--- config.mk ---
export PLATFORM = sky130hd
export DESIGN_NAME = wav_pcm24_to_pcm16_converter_unit
export DESIGN_NICKNAME = d
export VERILOG_FILES = /design/src/wavcv_pkg.sv /design/src/wav_pcm24_to_pcm16_converter_unit.sv /design/src/wavcv_parser.sv /design/src/wavcv_queue.sv /design/src/wavcv_emitter.sv /design/src/wavcv_outbuf.sv
export SDC_FILE = /design/constraint.sdc
export NUM_CORES = 2
export LEC_CHECK = 0
export ABC_CLOCK_PERIOD_IN_PS = 15100
export BUFFER_PORTS_ARGS = -buffer_cell sky130_fd_sc_hd__buf_2
export CAP_MARGIN = 20
export CORE_MARGIN = 2
export CORE_UTILIZATION = 55
export DETAILED_ROUTE_END_ITERATION = 7
export HOLD_SLACK_MARGIN = 0.03
export PLACE_DENSITY = 0.78
export SLEW_MARGIN = 15
export SYNTH_ARGS = -nofsm -noshare
export SYNTH_HDL_FRONTEND = slang
export SYNTH_SLANG_ARGS = --single-unit
export TNS_END_PERCENT = 30
--- constraint.sdc ---
create_clock -name clock -period 15.1 [get_ports clock]
set_input_delay 0.755 -clock clock [delete_from_list [all_inputs] [get_ports clock]]
set_output_delay 0.755 -clock clock [all_outputs]
set_load 0.01 [all_outputs]
--- src/wavcv_pkg.sv ---
// ----------------------------------------------------------------------------
// wavcv_pkg
// shared types and constants of the pcm24 to pcm16 wave converter
// ----------------------------------------------------------------------------
package wavcv_pkg;

   typedef struct packed {
      logic [7:0] in_byte;
      logic       is_final;
   } req_type;

   typedef struct packed {
      logic       kind;
      logic [7:0] out_byte;
      logic [2:0] status;
      logic       run_end;
   } rsp_type;

   // command from parser to emitter
   typedef enum logic [1:0] {
      CMD_HEADER = 2'd0,
      CMD_SAMPLE = 2'd1,
      CMD_STATUS = 2'd2
   } cmd_kind_type;

   typedef struct packed {
      cmd_kind_type kind;
      logic         last;      // last command of this input item
      logic         fin;       // final byte: a status item closes the command
      logic [15:0]  sample;
      logic [2:0]   status;
      logic [31:0]  conv;
      logic [15:0]  channels;
      logic [31:0]  rate;
   } cmd_type;

   localparam int CMD_W = $bits(cmd_type);

   localparam logic [2:0] ST_OK    = 3'd0;
   localparam logic [2:0] ST_SHORT = 3'd1;
   localparam logic [2:0] ST_TAGS  = 3'd2;
   localparam logic [2:0] ST_FMT   = 3'd3;
   localparam logic [2:0] ST_UNSUP = 3'd4;
   localparam logic [2:0] ST_SIZE  = 3'd5;
   localparam logic [2:0] ST_TRUNC = 3'd6;

   localparam logic [31:0] TAG_RIFF = 32'h52494646;
   localparam logic [31:0] TAG_WAVE = 32'h57415645;
   localparam logic [31:0] TAG_FMT  = 32'h666D7420;
   localparam logic [31:0] TAG_DATA = 32'h64617461;

   localparam int HDR_BYTES = 44;
   localparam int QUEUE_DEPTH_DEFAULT = 4;

   typedef enum logic [6:0] {
      PH_FILE = 7'b0000001,
      PH_CHDR = 7'b0000010,
      PH_BODY = 7'b0000100,
      PH_PAD  = 7'b0001000,
      PH_DATA = 7'b0010000,
      PH_TAIL = 7'b0100000,
      PH_ERR  = 7'b1000000
   } phase_type;

endpackage

--- src/wav_pcm24_to_pcm16_converter_unit.sv ---
// ----------------------------------------------------------------------------
// wav_pcm24_to_pcm16_converter_unit
// riff/wave pcm24 stream to pcm16 stream converter, queue-style ports
// ----------------------------------------------------------------------------
// usage
//   input: one file byte per item on req_item, pushed with req_push while
//   req_full is low; is_final marks the last byte of the file
//   output: rsp_item is valid while rsp_empty is low, taken with rsp_pop
//   each item makes zero or more results: a 44-byte pcm16 header when a good
//   data chunk header completes, two bytes per 3-byte sample, and a status
//   item on the final byte; run_end flags the last result of an item
// throughput and flow
//   the parser takes one item per cycle while the command queue has room;
//   commands reach the output through the queue and the skid buffer, both
//   registered, the header later as the byte-rate multiply is registered
//   the emitter drains one result per cycle unless the skid buffer is full;
//   a header burst waits for the byte rate, then 44 bytes; the command queue
//   holds the sample commands arriving meanwhile and req_full rises once full
// reset and stalls
//   reset clears parser state and empties both queues; after a final byte
//   the parser returns to its reset state by itself
//   when the receiver stops popping, the skid buffer and command queue fill
//   and req_full rises; no item is lost
// ----------------------------------------------------------------------------
module wav_pcm24_to_pcm16_converter_unit #(
   parameter int QUEUE_DEPTH = wavcv_pkg::QUEUE_DEPTH_DEFAULT
) (
   input  logic               clock,
   input  logic               reset,
   input  logic               req_push,
   input  wavcv_pkg::req_type req_item,
   output logic               req_full,
   output logic               rsp_empty,
   output wavcv_pkg::rsp_type rsp_item,
   input  logic               rsp_pop
);
   import wavcv_pkg::*;

   // parser to queue
   logic    p_valid, p_ready, in_ready;
   cmd_type p_cmd;
   // queue to emitter
   logic    q_valid, q_ready;
   cmd_type q_cmd;
   // emitter to skid buffer
   logic    e_valid, e_ready, o_valid;
   rsp_type e_item;

   assign req_full = ~in_ready;

   wavcv_parser u_parser (
      .clock(clock), .reset(reset),
      .in_valid(req_push), .in_item(req_item), .in_ready(in_ready),
      .cmd_valid(p_valid), .cmd_item(p_cmd), .cmd_ready(p_ready)
   );

   wavcv_queue #(.DEPTH(QUEUE_DEPTH)) u_queue (
      .clock(clock), .reset(reset),
      .wr_valid(p_valid), .wr_item(p_cmd), .wr_ready(p_ready),
      .rd_valid(q_valid), .rd_item(q_cmd), .rd_ready(q_ready)
   );

   wavcv_emitter u_emitter (
      .clock(clock), .reset(reset),
      .cmd_valid(q_valid), .cmd_item(q_cmd), .cmd_ready(q_ready),
      .out_valid(e_valid), .out_item(e_item), .out_ready(e_ready)
   );

   wavcv_outbuf u_outbuf (
      .clock(clock), .reset(reset),
      .in_valid(e_valid), .in_item(e_item), .in_ready(e_ready),
      .out_valid(o_valid), .out_item(rsp_item), .out_ready(rsp_pop)
   );

   assign rsp_empty = ~o_valid;

   // a status item always closes its run
   a_status_ends_run: assert property (@(posedge clock) disable iff (reset)
      (!rsp_empty && rsp_item.kind) |-> rsp_item.run_end)
      else $error("status item without run_end");

   // byte items carry no status
   a_byte_no_status: assert property (@(posedge clock) disable iff (reset)
      (!rsp_empty && !rsp_item.kind) |-> (rsp_item.status == ST_OK))
      else $error("byte item with status");

   // full only when the command queue cannot take more
   a_full_means_queue_full: assert property (@(posedge clock) disable iff (reset)
      req_full |-> !p_ready)
      else $error("input stalled with room in queue");
endmodule

--- src/wavcv_parser.sv ---
// ----------------------------------------------------------------------------
// wavcv_parser
// byte-level riff walker posting emitter commands, one item per cycle unless stalled
// ----------------------------------------------------------------------------
module wavcv_parser (
   input  logic               clock,
   input  logic               reset,
   input  logic               in_valid,
   input  wavcv_pkg::req_type in_item,
   output logic               in_ready,
   output logic               cmd_valid,
   output wavcv_pkg::cmd_type cmd_item,
   input  logic               cmd_ready
);
   import wavcv_pkg::*;

   phase_type   phase_ff, phase_in;
   logic [5:0]  seen_ff, seen_in;
   logic [31:0] pos_ff, pos_in;
   logic [1:0]  sub_ff, sub_in;
   logic [31:0] id_ff, id_in;
   logic [31:0] len_ff, len_in;
   logic        fmt_seen_ff, fmt_seen_in;
   logic [31:0] fmt_len_ff, fmt_len_in;
   logic [15:0] afmt_ff, afmt_in;
   logic [15:0] chan_ff, chan_in;
   logic [31:0] rate_ff, rate_in;
   logic [15:0] bits_ff, bits_in;
   logic [31:0] left_ff, left_in;
   logic [7:0]  hold_ff, hold_in;
   logic [2:0]  err_ff, err_in;
   // chunk_len times the inverse of 3 mod 2^32, built while length bytes arrive
   logic [31:0] q_ff, q_in;

   logic        take;
   logic        emit_hdr, emit_smp;
   logic [2:0]  fin_status;
   logic [31:0] new_id, new_len, new_q;
   logic        len_ok;

   assign in_ready = cmd_ready;
   assign take = in_valid & in_ready;

   always_comb begin
      logic [7:0]  b;
      logic [31:0] qp;
      b = in_item.in_byte;
      phase_in = phase_ff; seen_in = seen_ff; pos_in = pos_ff; sub_in = sub_ff;
      id_in = id_ff; len_in = len_ff; fmt_seen_in = fmt_seen_ff;
      fmt_len_in = fmt_len_ff; afmt_in = afmt_ff; chan_in = chan_ff;
      rate_in = rate_ff; bits_in = bits_ff; left_in = left_ff; hold_in = hold_ff;
      err_in = err_ff; q_in = q_ff;
      emit_hdr = 1'b0; emit_smp = 1'b0;
      new_id = {id_ff[23:0], b};
      new_len = len_ff;
      new_q = q_ff;
      qp = '0;
      len_ok = 1'b0;
      if (seen_ff != 6'(HDR_BYTES)) seen_in = seen_ff + 6'd1;
      case (phase_ff)
         PH_FILE: begin
            id_in = new_id;
            pos_in = pos_ff + 32'd1;
            if (pos_ff == 32'd3 && new_id != TAG_RIFF) begin
               err_in = ST_TAGS; phase_in = PH_ERR;
            end else if (pos_ff == 32'd7) begin
               id_in = 32'd0;
            end else if (pos_ff == 32'd11) begin
               if (new_id != TAG_WAVE) begin
                  err_in = ST_TAGS; phase_in = PH_ERR;
               end else begin
                  id_in = 32'd0; pos_in = 32'd0; phase_in = PH_CHDR;
               end
            end
         end
         PH_CHDR: begin
            if (pos_ff < 32'd4) begin
               id_in = new_id;
               if (pos_ff == 32'd0) begin
                  len_in = 32'd0; q_in = 32'd0;
               end
            end else begin
               case (pos_ff[1:0])
                  2'd0: new_len = {len_ff[31:8], b};
                  2'd1: new_len = {len_ff[31:16], b, len_ff[7:0]};
                  2'd2: new_len = {len_ff[31:24], b, len_ff[15:0]};
                  default: new_len = {b, len_ff[23:0]};
               endcase
               len_in = new_len;
               // exact quotient by 3 when the length is a multiple of 3
               qp = {24'd0, b} * 32'hAAAAAAAB;
               new_q = q_ff + (qp << {pos_ff[1:0], 3'b000});
               q_in = new_q;
            end
            pos_in = pos_ff + 32'd1;
            if (pos_ff == 32'd7) begin
               pos_in = 32'd0;
               if (id_ff == TAG_DATA) begin
                  // multiple of 3 exactly when the product lands in the low third
                  len_ok = (new_len >= 32'd3) && (new_q <= 32'h55555555);
                  if (!fmt_seen_ff || fmt_len_ff < 32'd16) err_in = ST_FMT;
                  else if (afmt_ff != 16'd1 || bits_ff != 16'd24 || chan_ff == 16'd0)
                     err_in = ST_UNSUP;
                  else if (!len_ok) err_in = ST_SIZE;
                  if (err_in != ST_OK) phase_in = PH_ERR;
                  else begin
                     emit_hdr = 1'b1; left_in = new_len; sub_in = 2'd0;
                     phase_in = PH_DATA;
                  end
               end else begin
                  if (id_ff == TAG_FMT) begin
                     fmt_seen_in = 1'b1; fmt_len_in = new_len;
                  end
                  if (new_len == 32'd0) begin
                     id_in = 32'd0; phase_in = PH_CHDR;
                  end else phase_in = PH_BODY;
               end
            end
         end
         PH_BODY: begin
            if (id_ff == TAG_FMT) begin
               case (pos_ff)
                  32'd0:  afmt_in = {8'd0, b};
                  32'd1:  afmt_in = {b, afmt_ff[7:0]};
                  32'd2:  chan_in = {8'd0, b};
                  32'd3:  chan_in = {b, chan_ff[7:0]};
                  32'd4:  rate_in = {24'd0, b};
                  32'd5:  rate_in = {rate_ff[31:16], b, rate_ff[7:0]};
                  32'd6:  rate_in = {rate_ff[31:24], b, rate_ff[15:0]};
                  32'd7:  rate_in = {b, rate_ff[23:0]};
                  32'd14: bits_in = {8'd0, b};
                  32'd15: bits_in = {b, bits_ff[7:0]};
                  default: ;
               endcase
            end
            pos_in = pos_ff + 32'd1;
            if (pos_in == len_ff) begin
               pos_in = 32'd0; id_in = 32'd0;
               phase_in = len_ff[0] ? PH_PAD : PH_CHDR;
            end
         end
         PH_PAD: begin
            pos_in = 32'd0; id_in = 32'd0; phase_in = PH_CHDR;
         end
         PH_DATA: begin
            if (sub_ff == 2'd1) hold_in = b;
            else if (sub_ff == 2'd2) emit_smp = 1'b1;
            sub_in = (sub_ff == 2'd2) ? 2'd0 : sub_ff + 2'd1;
            left_in = left_ff - 32'd1;
            if (left_in == 32'd0) phase_in = PH_TAIL;
         end
         default: ;
      endcase
      if (seen_in != 6'(HDR_BYTES)) fin_status = ST_SHORT;
      else if (err_in != ST_OK) fin_status = err_in;
      else if (phase_in == PH_DATA) fin_status = ST_TRUNC;
      else if (phase_in == PH_TAIL) fin_status = ST_OK;
      else fin_status = ST_FMT;
   end

   // command: one per item at most; a final byte adds its status to it
   always_comb begin
      cmd_item = '0;
      cmd_item.kind = emit_hdr ? CMD_HEADER : (emit_smp ? CMD_SAMPLE : CMD_STATUS);
      cmd_item.sample = {in_item.in_byte, hold_ff};
      cmd_item.conv = {new_q[30:0], 1'b0};
      cmd_item.channels = chan_ff;
      cmd_item.rate = rate_ff;
      cmd_item.status = fin_status;
      cmd_item.last = 1'b1;
      cmd_item.fin = in_item.is_final;
      cmd_valid = take & (emit_hdr | emit_smp | in_item.is_final);
   end

   always_ff @(posedge clock) begin
      if (reset || (take && in_item.is_final)) begin
         phase_ff <= PH_FILE; seen_ff <= '0; pos_ff <= '0; sub_ff <= '0;
         id_ff <= '0; len_ff <= '0; fmt_seen_ff <= 1'b0; fmt_len_ff <= '0;
         afmt_ff <= '0; chan_ff <= '0; rate_ff <= '0; bits_ff <= '0;
         left_ff <= '0; hold_ff <= '0; err_ff <= '0; q_ff <= '0;
      end else if (take) begin
         phase_ff <= phase_in; seen_ff <= seen_in; pos_ff <= pos_in; sub_ff <= sub_in;
         id_ff <= id_in; len_ff <= len_in; fmt_seen_ff <= fmt_seen_in;
         fmt_len_ff <= fmt_len_in; afmt_ff <= afmt_in; chan_ff <= chan_in;
         rate_ff <= rate_in; bits_ff <= bits_in; left_ff <= left_in;
         hold_ff <= hold_in; err_ff <= err_in; q_ff <= q_in;
      end
   end
endmodule

--- src/wavcv_queue.sv ---
// ----------------------------------------------------------------------------
// wavcv_queue
// small command fifo between parser and emitter
// ----------------------------------------------------------------------------
module wavcv_queue #(
   parameter int DEPTH = wavcv_pkg::QUEUE_DEPTH_DEFAULT
) (
   input  logic               clock,
   input  logic               reset,
   input  logic               wr_valid,
   input  wavcv_pkg::cmd_type wr_item,
   output logic               wr_ready,
   output logic               rd_valid,
   output wavcv_pkg::cmd_type rd_item,
   input  logic               rd_ready
);
   import wavcv_pkg::*;
   localparam int AW = (DEPTH > 1) ? $clog2(DEPTH) : 1;

   cmd_type            mem_ff [DEPTH];
   logic [AW-1:0]      wp_ff, rp_ff;
   logic [AW:0]        cnt_ff;
   logic               wr, rd;

   assign wr_ready = (cnt_ff != (AW+1)'(DEPTH));
   assign rd_valid = (cnt_ff != '0);
   assign rd_item = mem_ff[rp_ff];
   assign wr = wr_valid & wr_ready;
   assign rd = rd_valid & rd_ready;

   always_ff @(posedge clock) begin
      if (reset) begin
         wp_ff <= '0; rp_ff <= '0; cnt_ff <= '0;
      end else begin
         if (wr) wp_ff <= (wp_ff == AW'(DEPTH-1)) ? '0 : wp_ff + AW'(1);
         if (rd) rp_ff <= (rp_ff == AW'(DEPTH-1)) ? '0 : rp_ff + AW'(1);
         cnt_ff <= cnt_ff + (AW+1)'(wr) - (AW+1)'(rd);
      end
   end

   always_ff @(posedge clock) begin
      if (wr) mem_ff[wp_ff] <= wr_item;
   end
endmodule

--- src/wavcv_emitter.sv ---
// ----------------------------------------------------------------------------
// wavcv_emitter
// expands commands into result items: 44-byte header, sample pairs, status
// ----------------------------------------------------------------------------
module wavcv_emitter (
   input  logic               clock,
   input  logic               reset,
   input  logic               cmd_valid,
   input  wavcv_pkg::cmd_type cmd_item,
   output logic               cmd_ready,
   output logic               out_valid,
   output wavcv_pkg::rsp_type out_item,
   input  logic               out_ready
);
   import wavcv_pkg::*;

   logic [5:0]  idx_ff, idx_in;
   logic [31:0] brate_ff;
   logic        brate_ok_ff;
   logic [15:0] align;
   logic [5:0]  base;
   logic [5:0]  count;
   logic        step;

   // byte rate: registered before the header reaches its field
   logic [47:0] prod;
   assign prod = {16'd0, cmd_item.rate} * {32'd0, cmd_item.channels};
   assign align = {cmd_item.channels[14:0], 1'b0};

   always_comb begin
      case (cmd_item.kind)
         CMD_HEADER: base = 6'(HDR_BYTES);
         CMD_SAMPLE: base = 6'd2;
         default:    base = 6'd0;
      endcase
      // a final byte appends its status item
      count = base + {5'd0, cmd_item.fin};
   end

   always_ff @(posedge clock) begin
      brate_ff <= {prod[30:0], 1'b0};
   end

   // set only while the same header command stays at the head
   always_ff @(posedge clock) begin
      if (reset) brate_ok_ff <= 1'b0;
      else brate_ok_ff <= cmd_valid & (cmd_item.kind == CMD_HEADER) & !cmd_ready;
   end

   always_comb begin
      logic [7:0] v;
      v = 8'd0;
      case (idx_ff)
         6'd0: v = 8'h52; 6'd1: v = 8'h49; 6'd2: v = 8'h46; 6'd3: v = 8'h46;
         6'd4: v = 8'(cmd_item.conv + 32'd36);
         6'd5: v = 8'((cmd_item.conv + 32'd36) >> 8);
         6'd6: v = 8'((cmd_item.conv + 32'd36) >> 16);
         6'd7: v = 8'((cmd_item.conv + 32'd36) >> 24);
         6'd8: v = 8'h57; 6'd9: v = 8'h41; 6'd10: v = 8'h56; 6'd11: v = 8'h45;
         6'd12: v = 8'h66; 6'd13: v = 8'h6D; 6'd14: v = 8'h74; 6'd15: v = 8'h20;
         6'd16: v = 8'd16;
         6'd20: v = 8'd1;
         6'd22: v = cmd_item.channels[7:0];
         6'd23: v = cmd_item.channels[15:8];
         6'd24: v = cmd_item.rate[7:0];
         6'd25: v = cmd_item.rate[15:8];
         6'd26: v = cmd_item.rate[23:16];
         6'd27: v = cmd_item.rate[31:24];
         6'd28: v = brate_ff[7:0];
         6'd29: v = brate_ff[15:8];
         6'd30: v = brate_ff[23:16];
         6'd31: v = brate_ff[31:24];
         6'd32: v = align[7:0];
         6'd33: v = align[15:8];
         6'd34: v = 8'd16;
         6'd36: v = 8'h64; 6'd37: v = 8'h61; 6'd38: v = 8'h74; 6'd39: v = 8'h61;
         6'd40: v = cmd_item.conv[7:0];
         6'd41: v = cmd_item.conv[15:8];
         6'd42: v = cmd_item.conv[23:16];
         6'd43: v = cmd_item.conv[31:24];
         default: v = 8'd0;
      endcase
      out_item = '0;
      if (cmd_item.fin && idx_ff == count - 6'd1) begin
         out_item.kind = 1'b1;
         out_item.status = cmd_item.status;
      end else begin
         case (cmd_item.kind)
            CMD_HEADER: out_item.out_byte = v;
            CMD_SAMPLE: out_item.out_byte = idx_ff[0] ? cmd_item.sample[15:8]
                                                      : cmd_item.sample[7:0];
            default: ;
         endcase
      end
      out_item.run_end = (idx_ff == count - 6'd1) & cmd_item.last;
   end

   // header waits at entry for the byte-rate register
   assign out_valid = cmd_valid &
                      !((cmd_item.kind == CMD_HEADER) && idx_ff == 6'd0 && !brate_ok_ff);
   assign step = out_valid & out_ready;
   assign cmd_ready = step & (idx_ff == count - 6'd1);
   assign idx_in = cmd_ready ? 6'd0 : idx_ff + 6'd1;

   always_ff @(posedge clock) begin
      if (reset) idx_ff <= '0;
      else if (step) idx_ff <= idx_in;
   end
endmodule

--- src/wavcv_outbuf.sv ---
// ----------------------------------------------------------------------------
// wavcv_outbuf
// two-entry skid buffer on the result side
// ----------------------------------------------------------------------------
module wavcv_outbuf (
   input  logic               clock,
   input  logic               reset,
   input  logic               in_valid,
   input  wavcv_pkg::rsp_type in_item,
   output logic               in_ready,
   output logic               out_valid,
   output wavcv_pkg::rsp_type out_item,
   input  logic               out_ready
);
   import wavcv_pkg::*;

   rsp_type    buf_ff [2];
   logic       wp_ff, rp_ff;
   logic [1:0] cnt_ff;
   logic       wr, rd;

   assign in_ready = (cnt_ff != 2'd2);
   assign out_valid = (cnt_ff != 2'd0);
   assign out_item = buf_ff[rp_ff];
   assign wr = in_valid & in_ready;
   assign rd = out_valid & out_ready;

   always_ff @(posedge clock) begin
      if (reset) begin
         wp_ff <= 1'b0; rp_ff <= 1'b0; cnt_ff <= 2'd0;
      end else begin
         if (wr) wp_ff <= ~wp_ff;
         if (rd) rp_ff <= ~rp_ff;
         cnt_ff <= cnt_ff + 2'(wr) - 2'(rd);
      end
   end

   always_ff @(posedge clock) begin
      if (wr) buf_ff[wp_ff] <= in_item;
   end
endmodule

Word-level counts from Yosys, hierarchy flattened
Memory sizes are Yosys's and may differ from the RTL's. A register that Yosys moved wholly into a read port is not among the register bits. Cells that the tools add are included.

Add/sub/neg operators: 15. Multiply operators: 2. $lt $le $gt $ge: 4. Equality and inequality tests: 79. Shift-type cells: 1. Mux-type cells: 96. Bitwise operators: 24. Reduce and logical (&&, ||, !) cells: 53.

Operator list (number): 2-to-1 mux 32 bit (25); case mux 32 bit (4 select lines) (3); case mux 8 bit (35 select lines) (1); equality test 32 x 3 -> 1 bit, second input constant (4); equality test 32 x 4 -> 1 bit, second input constant (3); logical NOT 32 bit (3); case mux 16 bit (2 select lines) (3); case mux 32 bit (3 select lines) (1); equality test 6 x 5 -> 1 bit, second input constant (12); equality test 6 bit, second input constant (11); equality test 32 x 2 -> 1 bit, second input constant (2); equality test 32 x 31 -> 1 bit, second input constant (2); inequality test 32 x 31 -> 1 bit, second input constant (2); case mux 32 bit (2 select lines) (1); 2-to-1 mux 7 bit (9); 2-to-1 mux 3 bit (17); equality test 6 x 4 -> 1 bit, second input constant (8); case mux 7 bit (5 select lines) (1); adder 32 x 1 -> 32 bit, second input constant (1); adder 32 bit (1); adder 32 x 6 -> 32 bit, second input constant (1); equality test 32 x 1 -> 1 bit, second input constant (1); equality test 32 bit (1); >= comparator 32 x 2 -> 1 bit, second input constant (1); 63 further kinds (160).

Bits in registers: 348. RAM bits: 430. Input bits: 13. Output and inout port bits: 15. Logic and storage cells: 307. Memories: 2.

Memory list: u_queue.mem_ff (words 4, width 101, rd ports 1, clocked after Yosys merged registers in 1, wr ports 1, RTL line wavcv_queue.sv:20) `cmd_type mem_ff [DEPTH];`; u_outbuf.buf_ff (words 2, width 13, rd ports 1, clocked after Yosys merged registers in 1, wr ports 1, RTL line wavcv_outbuf.sv:17) `rsp_type buf_ff [2];`.

Logic depth before layout (Yosys ltp)
Word-level depth: 24. Gate-level depth with buffers: 40. Mapped depth without buffers: 38.

Cells and area by module
A second synthesis with hierarchy kept.

Cell total of the unflattened synthesis: 5121. Area, all modules: 51451.8 um^2.

Modules (own cells, without submodules): wavcv_parser (times used 1, cells an instance 2674, area each 20200.6 um^2, seq. area each 5905.7 um^2); wavcv_queue (times used 1, cells an instance 587, area each 15333.5 um^2, seq. area each 12552.0 um^2); wavcv_emitter (times used 1, cells an instance 1794, area each 14737.9 um^2, seq. area each 760.7 um^2); wavcv_outbuf (times used 1, cells an instance 64, area each 1172.4 um^2, seq. area each 880.8 um^2); wav_pcm24_to_pcm16_converter_unit (times used 1, cells an instance 2, area each 7.5 um^2, seq. area each 0.0 um^2).

Worst setup path after synthesis
No wires, ideal clock.

Path kind: input to register. Start point: input port req_item[8] (netlist bit). End point: memory u_queue.mem_ff[0][0] (netlist bit), enable pin. Library setup time: 0.471 ns. Arrival time: 9.788 ns. Required time: 14.629 ns. Path slack: 4.841 ns. Stages on the path: 33. Path buffers: 2. Cells stage by stage: clkbuf_1 -> inv_1 -> ha_1 -> fa_1 -> inv_1 -> fa_1 -> fa_1 -> ha_1 -> a21oi_1 -> o21bai_1 -> a21oi_1 -> o21ba_2 -> nor2_1 -> o31ai_1 -> a31oi_1 -> nor2_1 -> a21oi_1 -> o22ai_1 -> ha_1 -> clkbuf_1 -> a21o_1 -> a21o_1 -> a21oi_1 -> o21a_1 -> o21ai_0 -> or3b_1 -> xor2_1 -> nor3_1 -> a32o_2 -> nor4b_4 -> o21ai_2 -> a21oi_2 -> and2_1.

Word-level cells in the longest chain between the ends: 24. Elaborated cells on any way between the ends: 28. Classes of those cells: add/sub: 1; mul: 1; order compare: 2; shift: 1; mux: 17; bitwise: 4; reduce/logical: 2.

Ends and longest elaborated chain: start: declaration (RTL line wav_pcm24_to_pcm16_converter_unit.sv:31) `input wavcv_pkg::req_type req_item,`; multiplier 8 x 32 -> 32 bit (RTL line wavcv_parser.sv:91) `qp = {24'd0, b} * 32'hAAAAAAAB;`; left shift 32 x 5 -> 32 bit (RTL line wavcv_parser.sv:92) `new_q = q_ff + (qp << {pos_ff[1:0], 3'b000});`; adder 32 bit (RTL line wavcv_parser.sv:92); 2-to-1 mux 32 bit (RTL line wavcv_parser.sv:77) `if (pos_ff < 32'd4) begin`; 2-to-1 mux 32 bit (RTL line wavcv_parser.sv:60) `case (phase_ff)`; less-or-equal comparator 32 x 31 -> 1 bit (RTL line wavcv_parser.sv:100) `len_ok = (new_len >= 32'd3) && (new_q <= 32'h55555555);`; logical AND 1 bit (*) (RTL line wavcv_parser.sv:100); 2-to-1 mux 3 bit (*) (RTL line wavcv_parser.sv:104) `else if (!len_ok) err_in = ST_SIZE;`; [... 8 more ...]; 2-to-1 mux 1 bit (*) (RTL line wavcv_parser.sv:96) `if (pos_ff == 32'd7) begin`; 2-to-1 mux 1 bit (*) (RTL line wavcv_parser.sv:60); bitwise OR 1 bit (*) (2 in a row) (RTL line wavcv_parser.sv:172) `cmd_valid = take & (emit_hdr | emit_smp | in_item.is_final);`; bitwise AND 1 bit (*) (RTL line wavcv_parser.sv:172); bitwise AND 1 bit (*) (RTL line wavcv_queue.sv:28) `assign wr = wr_valid & wr_ready;`; via u_queue.wr (RTL line wavcv_queue.sv:23) `logic wr, rd;`; 2-to-1 mux 1 bit (*) (RTL line wavcv_queue.sv:42) `if (wr) mem_ff[wp_ff] <= wr_item;`; 2-to-1 mux 1 bit (implied by the code) (*) (RTL line wavcv_queue.sv:42); end: declaration (RTL line wavcv_queue.sv:20).

Mark *: on every way through the listed nets, which the timed path passes. The rest lies on a longest branch. The select of a mux whose other input is x is not followed.

Final worst setup path
Start point: input port req_item[8] (netlist bit). End point: memory u_queue.mem_ff[1][17] (netlist bit), enable pin.

Same word-level chain as after synthesis.

==> summary.md <==
| Metric | Value |
|---|---|
| Status | complete, no violations |
| Top Ports | 28 |
| H-tree levels | 3 |
| Syn_nets | 5333 |
| RSZ-0062 raised after global routing | false |
| Final net count | 5196 |
| Sequential element share of the synthesized area | 40.2% |
| Pleak | 19.3 nW |
| Final HPWL DP | 93800 um |
| Fmax | 0.0976 GHz |
| Proportion of layout cells with a drive suffix above 1 | 8.95% |
| DR WL/cell | 23.2 um |
| Setup crit end kind | flip-flop |
| First-pass DRT Iterations | 6 |
| Synth Instances | 4855 |
| Biggest cell delay along the critical path | 0.73 ns |
| Unique masters post-synth | 116 |
| Post-CTS Repair Setup Buffers | 0 |
| Via density | 6.37 |
| CTS tree | done |
| Crit path DAT | 10.50 ns |
| Worst Hold Class | flip-flop to flip-flop |
| Clock Pin Slew Worst Setup and Hold Paths | 0.06 ns |
| Post-synth EDFFs | 430 |
| Placed Instances | 5801 |
| Die width | 304 um |
| Core footprint | 88800 um2 |
| Number of slew-limit violations in the final report | 0 |
| Clock Path Buffers | 3 |
| Yosys warnings | 0 |
| Sequential power share | 29.4% |
| Gate power share | 46.8% |
| Post-synthesis xor/xnor area fraction | 3.10% |
| Compound-Gate Fraction of Synth Area | 12.4% |
| Clock Latency Late Sink | 0.65 ns |
| Final worst-path cycle share | 67.9% |
| TritonCTS Buffers | 77 |
| Hold slack final | 0.464 ns |
| Async SR Flop Fraction | 0% |
| Final setup violation count | 0 |
| Area of placed instances | 50300 um2 |
| Die H | 304 um |
| Top FF cell, synth | edfxtp_1 |
| FP Rows | 109 |
| Power Density | 155 nW/um2 |
| Internal power | 5.03 mW |
| Max-slew headroom | 29.4% |
| Largest net degree at the start of global routing | 234 |
| PortBufs | 27 |
| Largest family of logic cells by synthesized area | adder cells |
| Cell Area, Synth | 49400 um2 |
| Synth Area in Adders | 16.4% |
| Critical path peak fanout | 54 |
| First-pass GRT wire length | 216000 um |
| Gp weighted congestion | 0.991 |
| Max_cap viols | 0 |
| Vias in the first global route | 37448 |
| Fin crit period | 10.25 ns |
| DR iter-0 viols | 4337 |
| Startpoint class of the critical path | primary input |
| TNS Setup | 0 ns |
| Net Sw Frac | 38.5% |
| Max VDD drop | 0.239 mV |
| Cell Count, Final, Fillers Out | 5948 |
| DR vias | 37890 |
| Initial antenna violation count | 3 |
| Initial Utilization | 55.7% |
| Post-CTS Resized | 0 |
| CP required | 15.35 ns |
| DR DRC count | 0 |
| Final ANT Viol Nets | 0 |
| Slew @ Worst Pin | 1.06 ns |
| Slowest stage cell, crit path | and2_4 |
| #FFs+latches synth | 777 |
| Clock power frac | 23.7% |
| Die area | 92300 um2 |
| P&R area growth vs syn | 6.95% |
| GRT overflow | 0 |
| Final wirelength | 138000 um |
| Psw | 3.15 mW |
| Final hold viol count | 0 |
| CTS root buffer | clkbuf_16 |
| GRT Overall Usage | 29.8% |
| Sink Count | 777 |
| Critical path class | primary input to flip-flop |
| Worst Skew | 0.0301 ns |
| Multiplexer area fraction after synthesis | 6.41% |
| Syn Area/Cell | 10.2 um2 |
| Simple-gate share of the synthesized area | 16.1% |
| Cts hold-fix bufs | 0 |
| Cell area after layout | 52900 um2 |
cells in the final DEF, fill, tap and decap left out, types with 48 or more instances in the layout:
master	instances
nand2_1	520
nor2_1	474
edfxtp_1	430
inv_1	372
dfxtp_1	345
fa_1	307
a21oi_1	278
ha_1	158
a22oi_1	141
o21ai_0	129
xnor2_1	122
nor3_1	102
and2_1	98
mux4_2	96
clkbuf_16	80
nand3_1	78
nor2b_1	62
mux2i_1	62
nor4_1	58
xor2_1	53
buf_4	52
nand4_1	48
layer usage:
metal	track usage, %	vias up	share of wire, %	routed length [um]
met5	0	-	0.0087	12
li1	-	16844	-	-
met4	13.6	2	5.1	7030
met2	49.4	1953	48	66000
met1	39.0	18631	39	53900
met3	4.21	460	8.0	11100
registers in the layout (all words and copies together) (netlist names), 3 cells and up, named ones only:
name                 cells
u_parser.id_ff          32
u_parser.len_ff         32
u_emitter.idx_ff         6
u_emitter.brate_ff      31
u_parser.chan_ff        16
u_parser.bits_ff        16
u_parser.fmt_len_ff     28
u_parser.afmt_ff        16
u_parser.err_ff          3
u_queue.cnt_ff           3
u_parser.q_ff           32
u_parser.left_ff        32
u_outbuf.buf_ff         26
u_queue.mem_ff         404
u_parser.seen_ff         6
u_parser.pos_ff         32
u_parser.phase_ff        7
u_parser.hold_ff         8
u_parser.rate_ff        32
area by class of cell:
class	count	area, um2
diodes	1	2.50
clock buffers	108	2200
clock inverters	35	373
fillers	7057	35900
inverters	374	1400
multi-input cells	3405	27000
flip-flops and latches	777	19900
well taps	1165	1460
repair buffers	83	576
synthesized netlist by cell type (10+ instances only):
library cell    n  area share [%]
a211oi_1       37            0.56
a21o_1         32            0.49
a21oi_1       278             2.8
a221oi_1       10            0.18
a22o_1         14            0.25
a22oi_1       141             2.1
a31oi_1        21            0.27
a32oi_1        19            0.34
and2_1        102             1.3
and3_1         38            0.48
buf_1          26            0.20
buf_2          34            0.34
buf_4          12            0.18
clkbuf_1      221             1.7
dfxtp_1       347              14
edfxtp_1      430              26
fa_1          307              12
ha_1          158             4.0
inv_1         372             2.8
mux2_2         33            0.75
mux2i_1        62             1.3
mux4_2         96             4.4
nand2_1       520             3.9
nand2b_1       25            0.32
nand3_1        78            0.79
nand3b_1       11            0.17
nand4_1        48            0.61
nor2_1        476             3.6
nor2b_1        63            0.80
nor3_1        103             1.0
nor3b_1        12            0.18
nor4_1         58            0.73
o211ai_1       16            0.24
o21a_1         18            0.27
o21ai_0       132             1.3
o21ai_1        27            0.27
o21bai_1       15            0.23
o221ai_1       11            0.19
o22ai_1        28            0.35
o31ai_1        18            0.27
or2_2          15            0.19
or3_1          24            0.30
or4_1          12            0.18
xnor2_1       122             2.2
xor2_1         53            0.94
path summary, 6_finish.rpt:
| kind | startpoint | end | slack [ns] | depth (start not counted) |
|---|---|---|---|---|
| worst max-delay path | req_item[8] | u_queue.mem_ff[1][17] | 4.85 | 33 |
| worst min-delay path | u_parser.afmt_ff[8] | u_parser.afmt_ff[8] | 0.46 | 2 |
| worst max register to register | flip-flop | u_emitter.brate_ff[31] | 5.68 | 28 |
| worst min register to register | u_parser.afmt_ff[8] | u_parser.afmt_ff[8] | 0.46 | 2 |
worst max-delay path: cells and delay by family:
family                   cells  cell delay (ns)
buffers and inverters        5             1.64
AND/OR/NAND/NOR              7             1.89
adder cells (fa/ha/maj)      6             2.63
XOR/XNOR                     2             0.57
AO/OA/AOI/OAI               13             2.88
power by group through the flow:
| stage | clock [mW] | combinational (mW) | sequential (mW) |
|---|---|---|---|
| 5_1_grt | 2.04 | 4.25 | 2.42 |
| 4_1_cts | 1.96 | 3.80 | 2.41 |
| 2_1_floorplan | 0 | 2.83 | 2.43 |
| 3_3_place_gp | 0 | 3.69 | 2.45 |
| 3_5_place_dp | 0 | 3.76 | 2.45 |
| 6_report | 1.94 | 3.83 | 2.41 |
logic make-up after synthesis:
kind of cell / count (synthesis)
AO/OA/AOI/OAI: 922
flip-flops: 777
multiplexers: 192
buffers and inverters: 673
XOR/XNOR: 175
adder cells (fa/ha/maj): 465
AND/OR/NAND/NOR: 1651
through the flow:
| step | total power, mW | setup slack, ns | util [%] |
|---|---|---|---|
| floorplan | 5.26 | 4.84 | - |
| global placement | 6.14 | 4.51 | 56.6 |
| detailed placement | 6.21 | 4.38 | 56.6 |
| CTS | 8.18 | 4.98 | 59.5 |
| global route | 8.70 | 4.33 | 59.5 |
| finish | 8.18 | 4.85 | 59.5 |
(Power assumes the default switching activity.)
